**config.mk**
```make
export PLATFORM = sky130hd
export DESIGN_NAME = restricted_array_deque
export DESIGN_NICKNAME = d
export VERILOG_FILES = /design/src/rtl/rad_pkg.sv /design/src/rtl/rad_cell.sv /design/src/rtl/restricted_array_deque.sv
export SDC_FILE = /design/constraint.sdc
export NUM_CORES = 1
export LEC_CHECK = 0
export ABC_AREA = 1
export ABC_CLOCK_PERIOD_IN_PS = 12900
export BUFFER_PORTS_ARGS = -buffer_cell sky130_fd_sc_hd__buf_4
export CORE_ASPECT_RATIO = 0.9
export CORE_MARGIN = 5
export CORE_UTILIZATION = 35
export CTS_CLUSTER_DIAMETER = 150
export DETAILED_ROUTE_END_ITERATION = 7
export PLACE_DENSITY = 0.54
export SLEW_MARGIN = 20
export SYNTH_ARGS = -nofsm -noshare
export SYNTH_HDL_FRONTEND = slang
export SYNTH_SLANG_ARGS = --single-unit
```
**constraint.sdc**
```tcl
create_clock -name clk -period 12.9 [get_ports clk]
set_input_delay 2.58 -clock clk [delete_from_list [all_inputs] [get_ports clk]]
set_output_delay 2.58 -clock clk [all_outputs]
set_load 0.05 [all_outputs]
```
**src/rtl/rad_pkg.sv**
```systemverilog
`default_nettype none
package rad_pkg;

  localparam int DataW      = 32;
  localparam int DepthDflt  = 8;

  typedef enum logic [1:0] {
    CMD_INS_REAR  = 2'd0,
    CMD_INS_FRONT = 2'd1,
    CMD_DEL_FRONT = 2'd2,
    CMD_DEL_REAR  = 2'd3
  } rad_cmd_t;

  typedef enum logic [1:0] {
    ST_DONE    = 2'd0,
    ST_FULL    = 2'd1,
    ST_EMPTY   = 2'd2,
    ST_REFUSED = 2'd3
  } rad_status_t;

  localparam logic ModeInRestr  = 1'b0;
  localparam logic ModeOutRestr = 1'b1;

  // Per-cycle command broadcast along the cell row
  typedef struct packed {
    logic ins_rear;
    logic ins_front;
  } rad_cell_ctl_t;

endpackage
`default_nettype wire

```
**src/rtl/rad_cell.sv**
```systemverilog
`default_nettype none
module rad_cell #(
  parameter int DEPTH = rad_pkg::DepthDflt,
  parameter int IDX   = 0
) (
  input  wire logic                       clk,
  input  wire rad_pkg::rad_cell_ctl_t     ctl,
  input  wire logic [$clog2(DEPTH)-1:0]   front_pos,
  input  wire logic [$clog2(DEPTH)-1:0]   end_pos,
  input  wire logic [$clog2(DEPTH)-1:0]   sel_pos,
  input  wire logic [rad_pkg::DataW-1:0]  value,
  input  wire logic [rad_pkg::DataW-1:0]  left_data,
  output logic      [rad_pkg::DataW-1:0]  data,
  output logic      [rad_pkg::DataW-1:0]  rd_data
);

  localparam int PW = $clog2(DEPTH);
  localparam logic [PW-1:0] MyPos = PW'(IDX);

  logic [rad_pkg::DataW-1:0] data_r;
  logic [rad_pkg::DataW-1:0] data_nxt;
  logic                      load;
  logic                      shift;

  always_comb begin
    load  = (ctl.ins_rear && (MyPos == end_pos)) ||
            (ctl.ins_front && (MyPos == front_pos));
    // front insert pushes everything from front..rear one slot toward the rear
    shift = ctl.ins_front && (MyPos > front_pos) && (MyPos <= end_pos);
    if (load) begin
      data_nxt = value;
    end else if (shift) begin
      data_nxt = left_data;
    end else begin
      data_nxt = data_r;
    end
  end

  always_ff @(posedge clk) begin
    data_r <= data_nxt;
  end

  assign data    = data_r;
  assign rd_data = (MyPos == sel_pos) ? data_r : '0;

endmodule
`default_nettype wire

```
**src/rtl/restricted_array_deque.sv**
```systemverilog
`default_nettype none
// Double-ended queue over a row of DEPTH storage cells with front/rear
// positions. Each item is applied to the cell row at the accept edge (a front
// insert shifts all stored cells one slot rearward in parallel) and its result
// sits in an output register, so a new item is taken every cycle while
// out_ready keeps up. The queue reports full once the rear reaches the last
// cell, even if cells before the front are free. cfg_wr_data selects the
// restriction: 0 refuses front inserts, 1 refuses rear deletes; a refused
// item returns status 3 and changes nothing.
module restricted_array_deque #(
  parameter int DEPTH = rad_pkg::DepthDflt
) (
  input  wire logic                              clk,
  input  wire logic                              rst_n,
  input  wire logic                              cfg_wr_en,
  input  wire logic                              cfg_wr_data,
  input  wire logic                              in_valid,
  output logic                                   in_ready,
  input  wire logic [1:0]                        in_cmd,
  input  wire logic signed [rad_pkg::DataW-1:0]  in_item_value,
  output logic                                   out_valid,
  input  wire logic                              out_ready,
  output logic [1:0]                             out_status,
  output logic signed [rad_pkg::DataW-1:0]       out_removed_value
);

  localparam int PW = $clog2(DEPTH);
  localparam logic [PW-1:0] LastPos = PW'(DEPTH - 1);

  logic                        mode_r;
  logic [PW-1:0]               front_r, front_nxt;
  logic [PW-1:0]               rear_r, rear_nxt;
  logic                        empty_r, empty_nxt;
  logic                        out_valid_r;
  logic [1:0]                  out_status_r;
  logic [rad_pkg::DataW-1:0]   out_removed_r;

  rad_pkg::rad_cmd_t           cmd;
  rad_pkg::rad_status_t        status;
  rad_pkg::rad_cell_ctl_t      ctl;
  logic                        accept;
  logic                        full;
  logic                        refused;
  logic [PW-1:0]               end_pos;
  logic [PW-1:0]               sel_pos;
  logic [rad_pkg::DataW-1:0]   removed;
  logic [rad_pkg::DataW-1:0]   rd_any;

  logic [rad_pkg::DataW-1:0]   cell_data [DEPTH];
  logic [rad_pkg::DataW-1:0]   cell_rd   [DEPTH];

  assign cmd      = rad_pkg::rad_cmd_t'(in_cmd);
  assign in_ready = !out_valid_r || out_ready;
  assign accept   = in_valid && in_ready;
  assign full     = !empty_r && (rear_r == LastPos);
  assign refused  = ((cmd == rad_pkg::CMD_INS_FRONT) && (mode_r == rad_pkg::ModeInRestr)) ||
                    ((cmd == rad_pkg::CMD_DEL_REAR) && (mode_r == rad_pkg::ModeOutRestr));
  assign end_pos  = empty_r ? '0 : rear_r + PW'(1);
  assign sel_pos  = (cmd == rad_pkg::CMD_DEL_FRONT) ? front_r : rear_r;

  always_comb begin
    rd_any = '0;
    for (int i = 0; i < DEPTH; i++) begin
      rd_any = rd_any | cell_rd[i];
    end
  end

  always_comb begin
    front_nxt = front_r;
    rear_nxt  = rear_r;
    empty_nxt = empty_r;
    status    = rad_pkg::ST_DONE;
    removed   = '0;
    ctl       = '0;
    if (refused) begin
      status = rad_pkg::ST_REFUSED;
    end else begin
      unique case (cmd) inside
        rad_pkg::CMD_INS_REAR, rad_pkg::CMD_INS_FRONT: begin
          if (full) begin
            status = rad_pkg::ST_FULL;
          end else begin
            ctl.ins_rear  = (cmd == rad_pkg::CMD_INS_REAR);
            ctl.ins_front = (cmd == rad_pkg::CMD_INS_FRONT);
            rear_nxt      = end_pos;
            empty_nxt     = 1'b0;
          end
        end
        rad_pkg::CMD_DEL_FRONT: begin
          if (empty_r) begin
            status = rad_pkg::ST_EMPTY;
          end else begin
            removed = rd_any;
            if (front_r >= rear_r) begin
              front_nxt = '0;
              rear_nxt  = '0;
              empty_nxt = 1'b1;
            end else begin
              front_nxt = front_r + PW'(1);
            end
          end
        end
        rad_pkg::CMD_DEL_REAR: begin
          if (empty_r) begin
            status = rad_pkg::ST_EMPTY;
          end else begin
            removed = rd_any;
            if (rear_r <= front_r) begin
              front_nxt = '0;
              rear_nxt  = '0;
              empty_nxt = 1'b1;
            end else begin
              rear_nxt = rear_r - PW'(1);
            end
          end
        end
        default: begin
          status = rad_pkg::ST_REFUSED;
        end
      endcase
    end
    // drop the cell command unless the item is taken this cycle
    if (!accept) begin
      ctl = '0;
    end
  end

  for (genvar i = 0; i < DEPTH; i++) begin : g_cell
    rad_cell #(
      .DEPTH(DEPTH),
      .IDX  (i)
    ) u_cell (
      .clk      (clk),
      .ctl      (ctl),
      .front_pos(front_r),
      .end_pos  (end_pos),
      .sel_pos  (sel_pos),
      .value    (in_item_value),
      .left_data((i == 0) ? in_item_value : cell_data[(i == 0) ? 0 : i - 1]),
      .data     (cell_data[i]),
      .rd_data  (cell_rd[i])
    );
  end

  always_ff @(posedge clk) begin
    if (!rst_n) begin
      mode_r      <= rad_pkg::ModeInRestr;
      front_r     <= '0;
      rear_r      <= '0;
      empty_r     <= 1'b1;
      out_valid_r <= 1'b0;
    end else begin
      if (cfg_wr_en) begin
        mode_r <= cfg_wr_data;
      end
      if (accept) begin
        front_r     <= front_nxt;
        rear_r      <= rear_nxt;
        empty_r     <= empty_nxt;
        out_valid_r <= 1'b1;
      end else if (out_ready) begin
        out_valid_r <= 1'b0;
      end
    end
  end

  always_ff @(posedge clk) begin
    if (accept) begin
      out_status_r  <= status;
      out_removed_r <= removed;
    end
  end

  assign out_valid         = out_valid_r;
  assign out_status        = out_status_r;
  assign out_removed_value = out_removed_r;

endmodule
`default_nettype wire
```
==> results of run 1 <==
==> power groups by stage <==
| stage | clock, uW | sequential [uW] | combinational, uW |
|---|---|---|---|
| after global routing | 1040 | 1090 | 216 |
| final | 975 | 1090 | 199 |
| after detailed placement | 0 | 1110 | 197 |
| after CTS | 994 | 1090 | 198 |
| after floorplan | 0 | 1130 | 103 |
| after global placement | 0 | 1110 | 196 |
==> stage by stage <==
stage | cell area (um^2) | util, %
2_1_floorplan | 15660 | -
3_3_place_gp | 16620 | 37.60
3_5_place_dp | 16660 | 37.69
4_1_cts | 17740 | 40.12
5_1_grt | 17740 | 40.14
6_report | 17740 | 40.14
==> worst paths after layout <==
check | startpoint | cells past startpoint | to | slack (ns)
worst min-delay path | out_valid | 2 | out_valid | 0.52
worst min register to register | out_valid | 2 | out_valid | 0.52
worst max-delay path | out_ready | 13 | g_cell[5].u_cell.data[17] | 6.97
worst max register to register | rear_r[0] | 11 | g_cell[6].u_cell.data[15] | 8.79
==> per-layer routing <==
layer	global-route usage, %	up-vias	part of all wire [%]
met2	32.10	670	45
met1	30.65	6654	45
met3	3.253	81	8.2
met4	5.153	0	2.1
met5	0	-	0
li1	-	6283	-
==> kinds of logic (layout without fill, tap and decap cells) <==
group | after synthesis | in the layout
buffers and inverters | 177 | 188
xor gates and xnor gates | 1 | 1
DFF | 299 | 299
and+or+nand+nor | 1224 | 1224
AOI/OAI and AO/OA | 59 | 59
adders and majority gates | 10 | 10
==> sequential cells by signal, indices dropped and copies added, names as in the netlist <==
register            count
empty_r                 1
front_r                 3
g_cell.u_cell.data    256
mode_r                  1
out_removed_value      32
out_status              2
out_valid               1
rear_r                  3
==> cells in the mapped netlist (all sizes together) <==
| library cell | instances | share of area (%) |
|---|---|---|
| nand3b | 1 | 0.048 |
| and2 | 1 | 0.040 |
| nor2 | 86 | 2.1 |
| o211ai | 3 | 0.14 |
| clkbuf | 70 | 1.7 |
| inv | 25 | 0.60 |
| nand4 | 261 | 10 |
| dfxtp | 9 | 1.2 |
| a21oi | 40 | 1.3 |
| nand2 | 655 | 16 |
| xnor2 | 1 | 0.056 |
| o21ai | 12 | 0.41 |
| nor4 | 1 | 0.14 |
| edfxtp | 290 | 56 |
| o22ai | 2 | 0.080 |
| nand3 | 218 | 7.0 |
| buf | 82 | 2.6 |
| ha | 10 | 0.80 |
| nor3 | 1 | 0.032 |
| a31oi | 2 | 0.080 |
==> worst max-delay path: cells and delay by family <==
family	cells	cell delay, ns
buffers and inverters	6	1.90
AND/OR/NAND/NOR	7	1.80
==> area by class of cell <==
class	instances	area, um^2	area share, %
tap	600	750.7	4.231
sequential	299	8889	50.09
inverter	25	96.34	0.5429
clock buffer	48	967.2	5.451
timing repair buffer	104	808.3	4.555
clock inverter	11	106.4	0.5994
multi-input combinational	1294	6127	34.53
==> results.toml, run 1 <==
[final_layout]
final_cell_mix = "nand2_1 (649), edfxtp_1 (290), nand4_1 (260)"
instances_no_fill = 2381
nets = 1810
final_common_cell = "nand2_1"
nFillCells = 4430
drive_above_1_share_pct = 9.714
num_antenna_cells = 0
syn_to_final_growth_pct = 13.32

[clocking]
cts_tree = "done"
root_buffer = "clkbuf_16"
clock-sinks = 299
postCtsResizedCells = 0
clockBufferDepth = 3
numCtsBuffers = 36
cts_setup_buffers = 0
clock_latency_ns = 0.53
cts_hold_buf = 0
htreeDepth = 2
path_clk_slew_ns = 0.06

[power_and_ir_drop]
power_frac_comb_pct = 8.8
seqPwrFrac_pct = 48.0
swShare_pct = 25.30
p_leak_uw = 0.007237
powerDensity_nw_per_um2 = 127.4
power.internal_uw = 1688
p_sw_uw = 571.8
power.share.clock_pct = 43.2
ir_worst_vdd_v = 0.00007230
power_uw = 2260

[setup_path]
crit_path_start_kind = "input pin"
critPathKind = "in2reg"
cp_data_required_time_ns = 13.29
crit_chain = "buf_4, inv_1, nand2_1, nand2_1, inv_2, nand3_2, inv_2, nand4_2, buf_4, nand2_1, buf_4, nand2_1, nand2_1"
cpMostUsedCell = "nand2_1"
max_stage_delay_ns = 0.73
critPathCaptureType = "register"
arrival_ns = 6.33
crit_fanout = 37
cpMaxStageDelayCell = "inv_2"

[placement]
io_buffers = 75
pre_cts_ws_ns = 6.355
dp_cells = 2322
hpwl_um = 28650
place_congestion = 0.8075

[floorplan]
die-area_um2 = 49080
die_y_um = 210.7
ios = 76
initial_core_util_pct = 35.42
rows = 73
die_w_um = 233.0
core_um2 = 44210

[timing]
setup_violations = 0
maxSlewViolCount = 0
fin_worst_skew_ns = 0.01606
min_period_ns = 5.934
period_share_pct = 46.00
whs_ns = 0.5186
fmax_mhz = 168.5
worst_slew_pin_slew_ns = 1.114
hold_viol = 0
tns_ns = 0
rsz0062_at_grt = "no"
max_slew_margin_pct = 25.62
fin_ws_ns = 6.966

[drt]
viasPerCell = 5.749
drc = 0
first_pass_iters = 6
vias = 13690
wl_per_cell_um = 21.75
drt_wl_total_um = 51780
drt-initial-drc-count = 1637
antenna_left = 0

[global_routing]
grt_usage_pct = 20.72
grt_first_pass_wirelength_um = 80510
grt_antenna_before_repair = 0
grt_max_degree = 111
grt_pass1_vias = 13120
grt_overflow = 0

[yosys]
syn_avg_cell_area_um2 = 8.847
synth_xor_area_share_pct = 0.05593
yosys.area_share.simple_pct = 35.50
synth_top_family_by_area = "simple AND/OR/NAND/NOR gates"
synth_compound_area_share_pct = 1.990
synth.net_count = 1820
yosysWarnings = 0
synthMuxAreaShare_pct = 0
synth_seq_cells = 299
syn_inst = 1770
synth-adder-area-share_pct = 0.7990
ys_types = 27
netlist_area_um2 = 15660
ys_seq_area_share_pct = 56.76

[run]
cap_violations = 0

[status]
status = "finished clean"

[hold_path]
hp-class = "reg2reg"
Note: power is estimated with default switching activity, not from simulation.
==> run 2: changes to the inputs <==
Settings changed: ABC_CLOCK_PERIOD_IN_PS 12900 to 5800.
Clock period 12.9 ns to 5.8 ns, I/O delays scaled along.
==> run 2 against run 1 <==
Effect of this change:
- cell area up 0.16%
- largest power group unchanged
- clock skew down 0.0025 ns
- sequential share of layout area down 0.081 points
- sequential power up 120%
- utilization up 0.065 points
==> results.toml, run 2 (synthesis results as in run 1) <==
[floorplan]
core_um2 = 44210
rows = 73
die_w_um = 233.0
ios = 76
initial_core_util_pct = 35.42
die-area_um2 = 49080
die_y_um = 210.7

[final_layout]
nFillCells = 4427
largest_reg_flops = 256
drive_above_1_share_pct = 9.888
post-route-cell-area_um2 = 17770
syn_to_final_growth_pct = 13.50
nets = 1816
num_antenna_cells = 0
instances_no_fill = 2390
final_cell_mix = "nand2_1 (649), edfxtp_1 (290), nand4_1 (260)"
final_common_cell = "nand2_1"

[setup_path]
path_delay_family = "buffers and inverters"
critPathCaptureType = "register"
reg2reg_slack_ns = 2.13
crit_chain = "inv_1, ha_1, inv_1, nor2_1, inv_1, nor2_1, nand3_2, buf_4, nand2_1, buf_4, nand2_1, nand2_1"
arrival_ns = 3.94
cpMaxStageDelayCell = "nand2_1"
crit_path_start_kind = "register"
max_stage_delay_ns = 0.70
crit_fanout = 34
worstRegToRegCells = 12
rr_endpoint = "g_cell[7].u_cell.data[13]"
critPathKind = "reg2reg"
rr_startpoint = "rear_r[0]"
path_buf_inv = 5
cp_data_required_time_ns = 6.08

[placement]
io_buffers = 75
hpwl_um = 29110
place_congestion = 0.8719
place_area_um2 = 16710
dp_cells = 2329

[global_routing]
grt_max_degree = 96
grt_first_pass_wirelength_um = 79630
grt_usage_pct = 20.66
grt_pass1_vias = 13050
grt_overflow = 0
grt_antenna_before_repair = 0

[timing]
worst_slew_pin_slew_ns = 1.111
rsz0062_at_grt = "no"
min_period_ns = 3.669
fin_worst_skew_ns = 0.01359
max_slew_margin_pct = 25.93
period_share_pct = 63.26
tns_ns = 0
hold_viol = 0
maxSlewViolCount = 0
whs_ns = 0.5196
setup_violations = 0
fmax_mhz = 272.5

[run]
cap_violations = 0

[hold_path]
hold_start = "out_valid"
whs_path_depth = 2
hp-class = "reg2reg"
hold-path-endpoint = "out_valid"

[power_and_ir_drop]
powerDensity_nw_per_um2 = 279.1
swShare_pct = 25.30
power_frac_comb_pct = 9.0
ir_worst_vdd_v = 0.0001587
power.internal_uw = 3706
power.share.clock_pct = 42.4
p_sw_uw = 1255
p_leak_uw = 0.007252
seqPwrFrac_pct = 48.7

[clocking]
cts_hold_buf = 0
htreeDepth = 2
path_clk_slew_ns = 0.06
cts_setup_buffers = 0
root_buffer = "clkbuf_16"
postCtsResizedCells = 0
clock-sinks = 299
clockBufferDepth = 3
clock_latency_ns = 0.53
numCtsBuffers = 35
cts_tree = "done"

[drt]
drt_wl_total_um = 52050
wl_per_cell_um = 21.78
vias = 13620
drt-initial-drc-count = 1508
drc = 0
viasPerCell = 5.698
antenna_left = 0
first_pass_iters = 6

[status]
status = "finished clean"
-- run 2: per-layer routing --
metal | GRT usage, % | routed length, um
met3 | 3.804 | 4498
met1 | 29.96 | 22850
met4 | 4.745 | 896
met2 | 32.46 | 23800
met5 | 0 | 0
-- run 2: layout make-up --
| type | count | area, um^2 | area share [%] |
|---|---|---|---|
| Sequential cell | 299 | 8889 | 50.01 |
| Inverter | 25 | 96.34 | 0.5421 |
| Multi-Input combinational cell | 1294 | 6132 | 34.50 |
| Tap cell | 600 | 750.7 | 4.224 |
| Timing Repair Buffer | 111 | 870.8 | 4.900 |
| Clock buffer | 48 | 924.6 | 5.202 |
| Clock inverter | 13 | 110.1 | 0.6195 |
-- run 2: metrics by stage --
step	power, uW	setup slack, ns	util (%)
6_report	4961	2.131	40.20
3_5_place_dp	2900	1.756	37.81
4_1_cts	5000	2.201	40.15
5_1_grt	5130	1.921	40.20
3_3_place_gp	2896	1.799	37.81
2_1_floorplan	2733	0.1657	-
-- run 2: worst min-delay path, delay by kind of cell, from the launching register on --
family | cells | cell delay [ns]
AND/OR/NAND/NOR | 1 | 0.10
flip-flops | 1 | 0.31
AO/OA/AOI/OAI | 1 | 0.07
-- run 2: worst max-delay path by stage --
stage / slack, ns / depth (start not counted) / end / startpoint
2_1_floorplan: 0.17 / 6 / g_cell[7].u_cell.data[0] / out_ready
3_5_place_dp: 1.76 / 11 / out_removed_value[30] / in_cmd[0]
6_report: 2.13 / 12 / g_cell[7].u_cell.data[13] / rear_r[0]
3_3_place_gp: 1.80 / 11 / out_removed_value[30] / in_cmd[0]
4_1_cts: 2.20 / 12 / g_cell[7].u_cell.data[13] / rear_r[0]
5_1_grt: 1.92 / 12 / g_cell[7].u_cell.data[13] / rear_r[0]
-- run 2: power groups by stage --
stage | Combinational [uW] | Sequential (uW) | Clock, uW
after floorplan | 230 | 2500 | 0
after global placement | 436 | 2460 | 0
final | 445 | 2410 | 2100
after CTS | 441 | 2410 | 2140
after detailed placement | 440 | 2460 | 0
after global routing | 480 | 2420 | 2230
